--- src/sv/slf_pkg.sv ---
// Shared types, constants and a helper function of the spectral lattice filter.
package slf_pkg;

  localparam int MAX_STAGES_DEF = 4;
  localparam int MAX_BINS_DEF   = 1024;
  localparam int COEF_REGS      = 4;
  localparam int DATA_W         = 32;
  localparam int COEF_W         = 31;
  localparam int PROD_W         = DATA_W + COEF_W;
  localparam int Q_SHIFT        = 30;
  localparam int ORDER_W        = 3;
  localparam int START_W        = 10;
  localparam int HEAD_W         = 5;
  localparam int CFG_IDX_W      = 3;
  localparam int CFG_DATA_W     = 31;
  localparam logic [START_W-1:0] START_BIN_RST = START_W'(20);

  typedef enum logic [CFG_IDX_W-1:0] {
    REG_MODE  = 3'd0,
    REG_ORDER = 3'd1,
    REG_START = 3'd2,
    REG_COEF0 = 3'd3,
    REG_COEF1 = 3'd4,
    REG_COEF2 = 3'd5,
    REG_COEF3 = 3'd6
  } slf_reg_t;

  typedef enum logic [1:0] {
    ST_IDLE,
    ST_RUN,
    ST_FLUSH,
    ST_EMIT
  } slf_state_t;

  typedef struct packed {
    logic load;
    logic step;
    logic flush;
    logic emit;
    logic pend;
  } slf_cmd_t;

  typedef struct packed {
    logic filt;
    logic out_free;
  } slf_status_t;

  typedef logic signed [COEF_W-1:0] slf_coef_t;

  function automatic logic [HEAD_W-1:0] headroom_of(input logic [DATA_W-1:0] v);
    logic [DATA_W-1:0] w;
    logic [HEAD_W-1:0] n;
    int s;
    w = v;
    n = '0;
    s = 0;
    if (v == '0) begin
      return HEAD_W'(31);
    end
    for (int j = 4; j >= 0; j--) begin
      s = 1 << j;
      if ((w >> (DATA_W - s)) == '0) begin
        n = n + HEAD_W'(s);
        w = w << s;
      end
    end
    return (n == '0) ? '0 : n - HEAD_W'(1);
  endfunction

endpackage

--- src/sv/slf_ctrl.sv ---
// Controller state machine sequencing the lattice stages of one bin.
module slf_ctrl
  import slf_pkg::*;
#(
  parameter int MAX_STAGES = MAX_STAGES_DEF,
  localparam int STG_W = (MAX_STAGES > 1) ? $clog2(MAX_STAGES) : 1
) (
  input  logic               clk,
  input  logic               rst_n,
  input  logic               in_valid,
  output logic               in_ready,
  input  logic               mode_i,
  input  logic [ORDER_W-1:0] order_eff,
  input  slf_status_t        status,
  output slf_cmd_t           cmd,
  output logic [STG_W-1:0]   idx
);

  slf_state_t       state_r, state_nxt;
  logic [STG_W-1:0] idx_r, idx_nxt;
  logic             pend_r, pend_nxt;
  logic             stage_end;

  always_ff @(posedge clk) begin
    if (!rst_n) begin
      state_r <= ST_IDLE;
      idx_r   <= '0;
      pend_r  <= 1'b0;
    end else begin
      state_r <= state_nxt;
      idx_r   <= idx_nxt;
      pend_r  <= pend_nxt;
    end
  end

  assign stage_end = mode_i ? (idx_r == '0)
                            : (int'(idx_r) == int'(order_eff) - 1);

  always_comb begin
    state_nxt = state_r;
    idx_nxt   = idx_r;
    pend_nxt  = pend_r;
    cmd       = '0;
    cmd.pend  = pend_r;
    in_ready  = 1'b0;
    case (state_r)
      ST_IDLE: begin
        in_ready = 1'b1;
        if (in_valid) begin
          cmd.load = 1'b1;
          pend_nxt = 1'b0;
          if (status.filt && order_eff != '0) begin
            idx_nxt   = mode_i ? STG_W'(order_eff - ORDER_W'(1)) : '0;
            state_nxt = ST_RUN;
          end else begin
            state_nxt = ST_EMIT;
          end
        end
      end
      ST_RUN: begin
        cmd.step = 1'b1;
        if (idx_r != STG_W'(order_eff - ORDER_W'(1))) begin
          pend_nxt = 1'b1;
        end
        if (stage_end) begin
          state_nxt = (mode_i && order_eff > ORDER_W'(1)) ? ST_FLUSH : ST_EMIT;
        end else begin
          idx_nxt = mode_i ? idx_r - STG_W'(1) : idx_r + STG_W'(1);
        end
      end
      ST_FLUSH: begin
        cmd.flush = 1'b1;
        state_nxt = ST_EMIT;
      end
      ST_EMIT: begin
        if (status.out_free) begin
          cmd.emit  = 1'b1;
          state_nxt = ST_IDLE;
        end
      end
      default: begin
        state_nxt = ST_IDLE;
      end
    endcase
  end

  assign idx = idx_r;

  a_emit_free: assert property (@(posedge clk) disable iff (!rst_n)
    cmd.emit |-> status.out_free)
    else $error("emit while result register is occupied");

  a_flush_synth: assert property (@(posedge clk) disable iff (!rst_n)
    (state_r == ST_FLUSH) |-> mode_i)
    else $error("flush outside synthesis mode");

  a_single_item: assert property (@(posedge clk) disable iff (!rst_n)
    cmd.load |=> !cmd.load)
    else $error("second transaction taken before the first finished");

  a_idx_range: assert property (@(posedge clk) disable iff (!rst_n)
    (state_r == ST_RUN) |-> (int'(idx_r) < int'(order_eff)))
    else $error("stage index beyond filter order");

endmodule

--- config.mk ---
export PLATFORM = sky130hd
export DESIGN_NAME = slf_ctrl
export DESIGN_NICKNAME = d
export VERILOG_FILES = /design/src/sv/slf_pkg.sv /design/src/sv/slf_ctrl.sv
export SDC_FILE = /design/constraint.sdc
export NUM_CORES = 1
export LEC_CHECK = 0
export BUFFER_PORTS_ARGS = -buffer_cell sky130_fd_sc_hd__buf_2
export CORE_MARGIN = 3
export CORE_UTILIZATION = 28
export CTS_CLUSTER_DIAMETER = 50
export DETAILED_ROUTE_END_ITERATION = 8
export GPL_TIMING_DRIVEN = 0
export HOLD_SLACK_MARGIN = 0.1
export PLACE_DENSITY = 0.49
export SLEW_MARGIN = 20
export SYNTH_ARGS = -nofsm -noshare
export SYNTH_HDL_FRONTEND = slang
export SYNTH_SLANG_ARGS = --single-unit
--- constraint.sdc ---
create_clock -name clk -period 3.7 [get_ports clk]
set_input_delay 0 -clock clk [delete_from_list [all_inputs] [get_ports clk]]
set_output_delay 0 -clock clk [all_outputs]
set_load 0.03 [all_outputs]
; ---- Word level (Yosys, flattened, before mapping)
; Cells that the tools add are included.
[word_totals]
ff_bits = 5
input_bits = 9
elab_cells = 51
[op_classes]
add_sub_neg = 4
n_lt_le_gt_ge = 1
n_eq_ne = 11
mux = 23
n_reduce_logical = 9
[op_table]
columns = cell, count
row1 = 2-bit two-way mux, 9
row2 = 2-bit inequality test (second input constant), 6
row3 = 1-bit two-way mux, 11
row4 = 2-bit case mux with 4 select lines, 1
row5 = 3-bit AND reduction, 2
row6 = 2-bit equality test (second input constant), 2
row7 = 3-bit by 4-bit equality test with 1-bit output, 1
row8 = 2-bit zero test, 2
row9 = 2-bit case mux with 2 select lines, 1
row10 = 4-bit AND reduction, 1
row11 = 2-bit by 1-bit subtractor with 2-bit output (second input constant), 2
row12 = 3-bit by 1-bit subtractor with 4-bit output (second input constant), 1
row13 = 3-bit by 1-bit > comparator with 1-bit output (second input constant), 1
row14 = 3-bit nonzero test, 1
row15 = 2-bit by 1-bit adder with 2-bit output (second input constant), 1
row16 = 2-bit by 1-bit equality test with 1-bit output (second input constant), 1
row17 = 1-bit logical AND, 2
row18 = 2-bit inequality test, 1
row19 = 1-bit case mux with 2 select lines, 1
row20 = 2-bit nonzero test, 1

; ---- Depth between registers and ports, before layout
; Gate-level depths: netlist (run 1).
[depth]
depth_word = 5
mapped_depth = 7
mapped_depth_nobuf = 7

; ---- Least setup slack after synthesis (run 1)
; OpenSTA, ideal clock, no wires.
[synth_path]
path_type = reg-to-reg
startpoint = register state_r[1]
endpoint = register idx_r[0] (netlist: idx[0])
setup_time_ns = 0.116
arrival_ns = 1.616
slack_ns = 1.968
path_stages_with_launch = 8
n_path_buf = 1
period_less_slack_ns = 1.732
cell_sequence = dfxtp_1 > inv_1 > ha_1 > clkbuf_1 > nand3b_1 > or4_4 > a31o_1 > o211a_1
[synth_via]
elab_chain_cells = 3
[synth_lines]
columns = element, line_no
row1 = start: declaration, slf_ctrl.sv:19  ; slf_state_t state_r, state_nxt;
row2 = start signal: assignment, slf_ctrl.sv:30  ; state_r <= state_nxt;
row3 = 2-bit by 1-bit equality test with 1-bit output / 2-bit zero test (equally long branches), slf_ctrl.sv:46  ; case (state_r)
row4 = 2-bit inequality test (no line) / 2-bit nonzero test (equally long branches), n/a
row5 = 4-bit AND reduction (no line), n/a
row6 = end signal: assignment, slf_ctrl.sv:31  ; idx_r <= idx_nxt;
row7 = end: declaration, slf_ctrl.sv:20  ; logic [STG_W-1:0] idx_r, idx_nxt;
; Parallel ways exist; a longest one is shown, timed or not.
; A chain may end at the register's enable or synchronous reset.

; ---- Final worst setup path (run 1)
; Ends and elaborated chain as after synthesis.

==> results of run 1 <==
[worst max-delay path: stages (launching register included)]
cell and delay, ns:
dfxtp_1 0.33, inv_1 0.10, ha_1 0.17, clkbuf_1 0.34
nand3b_1 0.11, or4_4 0.46, a31o_1 0.19, o211a_1 0.12
[cell usage in the layout (no fill, tap or decap), drive strengths merged]
| cell type | netlist | final |
|---|---|---|
| a21oi | 2 | 2 |
| a211oi | 1 | 1 |
| a31oi | 1 | 1 |
| o21ai | 4 | 4 |
| buf | 2 | 18 |
| a311oi | 1 | 1 |
| clkbuf | 2 | 6 |
| or4 | 1 | 1 |
| nor3b | 1 | 1 |
| xnor2 | 4 | 4 |
| nor4 | 1 | 1 |
| nand2b | 4 | 4 |
| o211ai | 3 | 3 |
| o211a | 1 | 1 |
| o21a | 1 | 1 |
| dlygate4sd3 | 0 | 1 |
| a21boi | 1 | 1 |
| nand3b | 3 | 3 |
| and2 | 1 | 1 |
| nand2 | 3 | 3 |
| a221oi | 1 | 1 |
| inv | 8 | 8 |
| dfxtp | 5 | 5 |
| or2 | 2 | 2 |
| a31o | 2 | 2 |
| nor3 | 2 | 2 |
| mux2i | 2 | 2 |
| ha | 6 | 6 |
| a22oi | 1 | 1 |
[what timing repair did]
item	in CTS	in global routing
hold endpoints to repair	2	0
hold buffers	1	0
gates resized for setup	0	0
[per-stage QoR]
stage,hold slack (ns),cells
floorplan,0.133,66
global placement,0.286,107
detailed placement,0.286,107
CTS,0.111,112
global route,0.166,112
finish,0.117,112
[power groups by stage]
stage	clock network (mW)	registers (mW)	logic, mW
after floorplan	0	0.112	0.270
after global placement	0	0.102	0.358
after detailed placement	0	0.102	0.360
after CTS	0.0662	0.101	0.363
after global routing	0.0688	0.104	0.399
final	0.0636	0.101	0.360
[area by class of cell]
cell class	instances	share of cell area (%)
plain buffers	4	3.29
clock buffers	4	3.84
inverters	8	4.39
multi-input cells	49	56.1
flip-flops and latches	5	14.6
well taps	25	4.57
repair buffers	17	13.2
[layer usage]
layer	vias up	global-route usage, %	part of all wire (%)
li1	277	-	-
met1	251	13.0	48
met2	10	18.7	47
met3	0	5.44	4.8
met4	0	0	0
met5	-	0	0
[logic make-up (layout without fill, tap and decap cells)]
group / count (synthesis) / count (layout) / synth area share (%)
adders and majority gates: 6 / 6 / 14.0
muxes: 2 / 2 / 3.73
buffers and inverters: 12 / 33 / 9.79
DFF: 5 / 5 / 18.6
and+or+nand+nor: 18 / 18 / 21.0
AOI/OAI and AO/OA: 19 / 19 / 26.3
xor gates and xnor gates: 4 / 4 / 6.53
[registers in the layout, indices dropped and copies added, names as in the netlist]
register	count
state_r	2
pend_r	1
idx	2
[path summary, 6_finish.rpt]
kind                    from          to  slack (ns)  cells past startpoint
setup / recovery  state_r[1]      idx[0]        1.77                      7
hold / removal     status[1]  state_r[1]        0.12                      4
setup reg to reg  state_r[1]      idx[0]        1.77                      7
hold reg to reg   state_r[1]  state_r[1]        0.50                      2
==> results.md, run 1 <==
Flow run:
- The max-cap check violation count is 0.

STA:
- Subtracting the final worst setup slack from the clock period gives 1.93 ns.
- The final critical-path share of the clock period is 52.1%.
- The final hold violation count is 0.
- Setup repair after global routing left no endpoint under its margin.
- In this run the tightest slew margin relative to its limit is 66.5%.
- The transition time of the tightest slew-check pin is 0.498 ns.
- The count of final setup violators is 0.
- The aggregate negative setup slack is 0 ns.
- The clock tree skew after final layout is 0.00515 ns.
- For this run, the top clock speed supported by timing is 518 MHz.
- The count of final max-slew check failures came to 0.
- The worst path meets setup with 1.77 ns of slack.

Worst setup path:
- Data on the critical path arrives at its endpoint at 2.06 ns.
- The maximum fanout encountered on the critical timing path is 9.
- The kind of start point of the critical path is a flip-flop.
- For the worst setup path, the data required time is 3.83 ns.
- The kind of critical path is flip-flop to flip-flop.
- The worst setup path is captured at a flip-flop.

Synthesis:
- By area the synthesized netlist is led by dfxtp_1, ha_1, xnor2_1.
- The area of the mapped netlist is 537 µm².
- After synthesis the netlist holds a flip-flop and latch count of 5.
- The average cell area after synthesis is 8.13 µm².
- The cell count after synthesis is 66.
- Ranked by instance count, the synthesized netlist is headed by inv_1, ha_1, dfxtp_1.
- The share of Yosys cell area claimed by the top area cell type is 18.6%.
- The count of synthesis-stage warnings from yosys is 0.
- The number of flops mapped to enable cells by yosys is 0.
- The cell taking the most area after synthesis is dfxtp_1.
- The post-synth net total is 81.
- Sequential elements use 18.6% of the synthesized area.
- Synthesis instantiated 30 different standard cells from the library.
- The most frequent cell after synthesis is inv_1.
- Among all flip-flop cells after synthesis, the most frequent one is dfxtp_1.
- After synthesis, the share of flip-flops with an asynchronous set or reset is 0%.

Worst hold path:
- The type of the tightest min-delay check is input pin to flip-flop.

Power:
- The analysis attributes to net switching a power of 0.262 mW.
- The largest vdd supply drop is 256 µV.
- The sequential share of power is 19.2%.
- The power per standard cell area is 765 nW/µm².
- The net switching share of the total power is 50.0%.
- The proportion of power drawn by combinational gates is 68.7%.
- The total power consumption of the routed design is 0.524 mW.
- In this run the static leakage power is 0.321 nW.
- The clock network burns 12.1% of the power.
- The internal portion of the total power is 0.262 mW.

Clock tree:
- The deepest level of the CTS H-tree is 1.
- The clock passes through at most 2 buffers.
- The CTS buffer count is 3.
- The later pin in the worst-skew pair is clocked with a latency of 0.24 ns.
- The clock-pin slew reported for the worst setup and hold paths after clock tree synthesis is 0.05 ns.
- The TritonCTS sink count is 5.
- TritonCTS built the clock tree.
- The total setup buffers inserted after CTS is 0.
- The buffer cell driving the clock tree root is clkbuf_4.

Floorplan:
- Measured along the y axis, the die boundary spans 49.8 µm.
- Once the floorplan was initialized, standard cells occupied 30.4% of the core.
- The die is 49.8 µm wide.
- The initialized floorplan defines 15 standard-cell rows.
- The core box area is 1760 µm².
- The die outline area is 2480 µm².
- The number of top-level design ports is 17.

GRT:
- The initial antenna violation count is 0.
- Global routing used 10.9% of the available tracks across all layers.
- The global-route wire length before repair is 2100 µm.
- The largest net degree at the start of global routing is 11.
- The via count of the first global-routing pass is 518.
- Global routing finished with a remaining overflow of 0.

Cells and area:
- The ratio of cells with drive above 1 in the final layout is 29.9%.
- The post-layout utilization of the core is 38.8%.
- The area occupied by registers is 100 µm².
- The count of inserted antenna diode cells is 0.
- The post-synthesis to final-layout area growth is 27.5%.
- The net count of the finished layout is 103.
- The area of the multi-input gates is 384 µm².
- The filler cells instantiated in the layout total 215.
- The cell area after layout is 684 µm².

Routing:
- In the routed design, unresolved DRC markers number 0.
- The via density per instance is 4.80.
- In this run the remaining antenna-violating nets after routing total 0.
- In this run, the number of DRC markers left after iteration 0 of detailed routing was 6.
- After detailed routing, the average wire length per cell comes to 11.3 µm.
- The total number of vias is 538.
- The first TritonRoute pass finished after 4 iterations.
- The routed design has 1260 µm of wire.

Place:
- The final RePlAce weighted congestion is 0.747.
- The placed instances occupy a cell area of 648 µm².
- The count of buffers added on input and output ports is 16.
- The HPWL after detailed placement is 1030 µm.
- Timing analysis after detailed placement gives a worst setup slack of 1.77 ns.

Status:
- The flow ran to the end, and the final reports show no timing, DRC or antenna violations.
Power figures use the tool's default switching activity.
==> run 2, diff against run 1 <==
--- a/config.mk
+++ b/config.mk
@@ -12,7 +12,7 @@
 export DETAILED_ROUTE_END_ITERATION = 8
 export GPL_TIMING_DRIVEN = 0
 export HOLD_SLACK_MARGIN = 0.1
-export PLACE_DENSITY = 0.49
+export PLACE_DENSITY = 0.51
 export SLEW_MARGIN = 20
 export SYNTH_ARGS = -nofsm -noshare
 export SYNTH_HDL_FRONTEND = slang
==> constraint.sdc (replaced) <==
create_clock -name clk -period 1.74 [get_ports clk]
set_input_delay 0 -clock clk [delete_from_list [all_inputs] [get_ports clk]]
set_output_delay 0 -clock clk [all_outputs]
set_load 0.03 [all_outputs]
==> results.md, run 2 (same netlist as run 1, synthesis figures left out) <==
Status:
- The flow ran to the end, and the final reports show no timing, DRC or antenna violations.

STA:
- The clock tree skew after final layout is 0.00299 ns (-0.00216 ns).
- Setup repair after global routing left no endpoint under its margin.
- The achievable clock frequency is 623 MHz (+20%).
- The final period demand of the worst path is 1.60 ns (-0.325 ns).
- The count of final max-slew check failures is 0 (unchanged).
- The post-layout worst setup margin is 0.135 ns (-1.64 ns).
- The relative slew slack is 78.2% (+12 points).
- The worst hold slack is 0.121 ns (+0.00354 ns).
- The final critical-path share of the clock period came to 92.2% (+40 points).
- The count of final setup violators came to 0 (unchanged).
- The transition time of the tightest slew-check pin came to 0.325 ns (-0.173 ns).
- The final hold violation count was 0 (unchanged).

Power:
- The largest vdd supply drop is 660 µV (+160%).
- The power per standard cell area is 1650 nW/µm² (+120%).
- The net load switching power is 0.577 mW (+120%).
- The static leakage is 0.334 nW (+4.1%).
- The net switching share of the total power is 48.2% (-1.8 points).
- The sequential share of power is 18.3% (-0.9 points).
- The clock share of power is 11.5% (-0.6 points).
- The proportion of power drawn by combinational gates was 70.2% (+1.5 points).
- The total power consumption of the routed design is 1.20 mW (+130%).
- The internal power component is 0.620 mW (+140%).

Cells and area:
- The area of the multi-input gates is 410 µm² (+6.8%).
- The area occupied by registers was 100 µm² (unchanged).
- The top cell types in the final layout, fill and taps aside, are buf_2, inv_1, buf_4, dfxtp_1.
- The leading cell type in the layout, fill and taps excluded is buf_2.
- The number of nets in the layout is 104 (+0.97%).
- The count of inserted antenna diode cells is 0 (unchanged).
- From synthesis to final layout, the design area changed by 35.2%.
- The fill cell total of the finished layout is 211 (-1.9%).
- The ratio of cells with drive above 1 in the final layout came to 37.5% (+7.6 points).
- The cell area after layout is 726 µm² (+6.0%).
- The non-filler instance count after layout is 113 (+0.89%).

Worst hold path:
- The hold-critical path depth is 4 (unchanged).
- The worst hold path terminates at state_r[1].
- The type of the tightest min-delay check is input pin to flip-flop.
- The source of the worst hold timing path is status[1].

Place:
- The pre-CTS setup slack is -0.199 ns (-1.97 ns).
- The number of buffers inserted by port buffering came to 16 (unchanged).
- The HPWL after detailed placement came to 1000 µm (-2.8%).
- The final RePlAce weighted congestion was 0.752 (+0.62%).
- The placed instance area is 648 µm² (unchanged).
- The cell count after placement came to 107 (unchanged).

Floorplan:
- The core box area came to 1760 µm² (unchanged).
- The starting density of the core is 30.4% (unchanged).
- The number of placement rows came to 15 (unchanged).
- The die outline area is 2480 µm² (unchanged).
- The number of top-level design ports is 17 (unchanged).
- The vertical extent of the die was 49.8 µm (unchanged).
- The overall die width is 49.8 µm (unchanged).

GRT:
- The largest net degree at the start of global routing is 13 (+2).
- The global-route wire length before repair was 2010 µm (-4.0%).
- The total grt overflow is 0 (unchanged).
- The initial antenna violation count was 0 (unchanged).
- The total global-route track usage is 10.6% (-0.32 points).
- The via count of the first global-routing pass came to 485 (-6.4%).

Routing:
- The detailed-route wire length per cell is 11.0 µm (-2.1%).
- The via density per instance was 4.81 (+0.22%).
- The routed length on met1 was 572 µm (-5.9%).
- The iteration count of the initial detailed-routing pass was 4 (unchanged).
- The amount of wire on met2 after detailed routing is 584 µm (-1.2%).
- The total number of vias is 544 (+1.1%).
- The detailed route wirelength on metal3 came to 88 µm (+44%).
- The top metal layer carrying routed signals is met3.
- The number of remaining DRC errors was 0 (unchanged).
- The remaining antenna violation count came to 0 (unchanged).
- The detailed-route wire length is 1250 µm (-1.3%).
- The violation count after the first detailed-routing iteration was 9 (+3).

Worst setup path:
- The kind of critical path is flip-flop to flip-flop.
- The data arrival time of the critical path is 1.74 ns (-0.32 ns).
- The maximum fanout encountered on the critical timing path is 7 (-2).
- The length in cells of the worst reg-to-reg path is 6 (-1).
- The reg-to-reg setup timing slack is 0.14 ns (-1.64 ns).
- The endpoint of the lowest-slack register-to-register path is idx[0].
- STA classifies the critical path startpoint as a flip-flop.
- The data required time at the worst endpoint came to 1.88 ns (-1.95 ns).
- The worst register-to-register path begins at state_r[1].
- STA classifies the critical path endpoint as a flip-flop.

Clock tree:
- The TritonCTS sink count is 5 (unchanged).
- The buffer cell driving the clock tree root is clkbuf_4.
- The clock-pin slew reported for the worst setup and hold paths after clock tree synthesis is 0.05 ns (about the same).
- The source-to-sink clock delay at the later pin of the worst-skew pair was 0.24 ns (about the same).
- The deepest level of the CTS H-tree was 1 (unchanged).
- The buffer levels on the longest clock path is 2 (unchanged).
- The clock tree from TritonCTS is done.
- The CTS buffer count is 3 (unchanged).

Flow run:
- The max-cap check violation count came to 0 (unchanged).
[run 2: changes by cell type in the layout (fill, tap and decap cells not counted)]
cell / change
buf_4: +3
clkbuf_1: -2
ha_1: -2
a22oi_1: -1
a22oi_2: +1
ha_2: +1
ha_4: +1
nor4_1: -1
nor4_2: +1
[run 2: metal layers]
layer  vias up  track usage, %
met5         -               0
li1        277               -
met4         0            1.38
met1       249            13.3
met2        18            16.3
met3         0            5.74
[run 2: what timing repair did]
item | CTS | global route
hold buffers | 1 | 0
setup endpoints to repair | 3 | 3
setup buffers | 0 | 3
hold endpoints to repair | 4 | 0
gates resized for setup | 1 | 4
[run 2: power groups by stage]
stage / registers, mW / clock network, mW / logic, mW
2_1_floorplan: 0.238 / 0 / 0.574
3_3_place_gp: 0.216 / 0 / 0.758
3_5_place_dp: 0.217 / 0 / 0.761
4_1_cts: 0.215 / 0.144 / 0.761
5_1_grt: 0.230 / 0.148 / 0.921
6_report: 0.219 / 0.137 / 0.840
[run 2: final cells by class]
cell class / count / area share [%]
multi-input cells: 49 / 56.6
clock buffers: 4 / 3.62
well taps: 25 / 4.31
repair buffers: 20 / 15.5
inverters: 8 / 4.14
flip-flops and latches: 5 / 13.8
plain buffers: 2 / 2.07
[run 2: worst max-delay path, stage by stage, from the launching register on]
cell and delay, ns:
dfxtp_1 0.33, inv_1 0.14, ha_4 0.19, nand3b_1 0.08, or4_4 0.45, a31o_1 0.19
o211a_1 0.11
[run 2: stage by stage]
step / setup TNS (ns) / util [%]
after CTS: 0 / 38.5
after floorplan: 0 / -
after global routing: 0 / 41.1
final: 0 / 41.1
after detailed placement: -0.390 / 36.7
after global placement: -0.371 / 36.7
[run 2: how the worst max path moves through the flow]
stage | start | slack (ns) | cells past startpoint | endpoint
global placement | state_r[1] | -0.19 | 7 | idx[0]
global route | state_r[1] | 0.03 | 6 | idx[1]
floorplan | state_r[1] | 0.008 | 7 | idx[0]
detailed placement | state_r[1] | -0.20 | 7 | idx[0]
finish | state_r[1] | 0.14 | 6 | idx[0]
CTS | state_r[1] | 0.02 | 6 | idx[0]
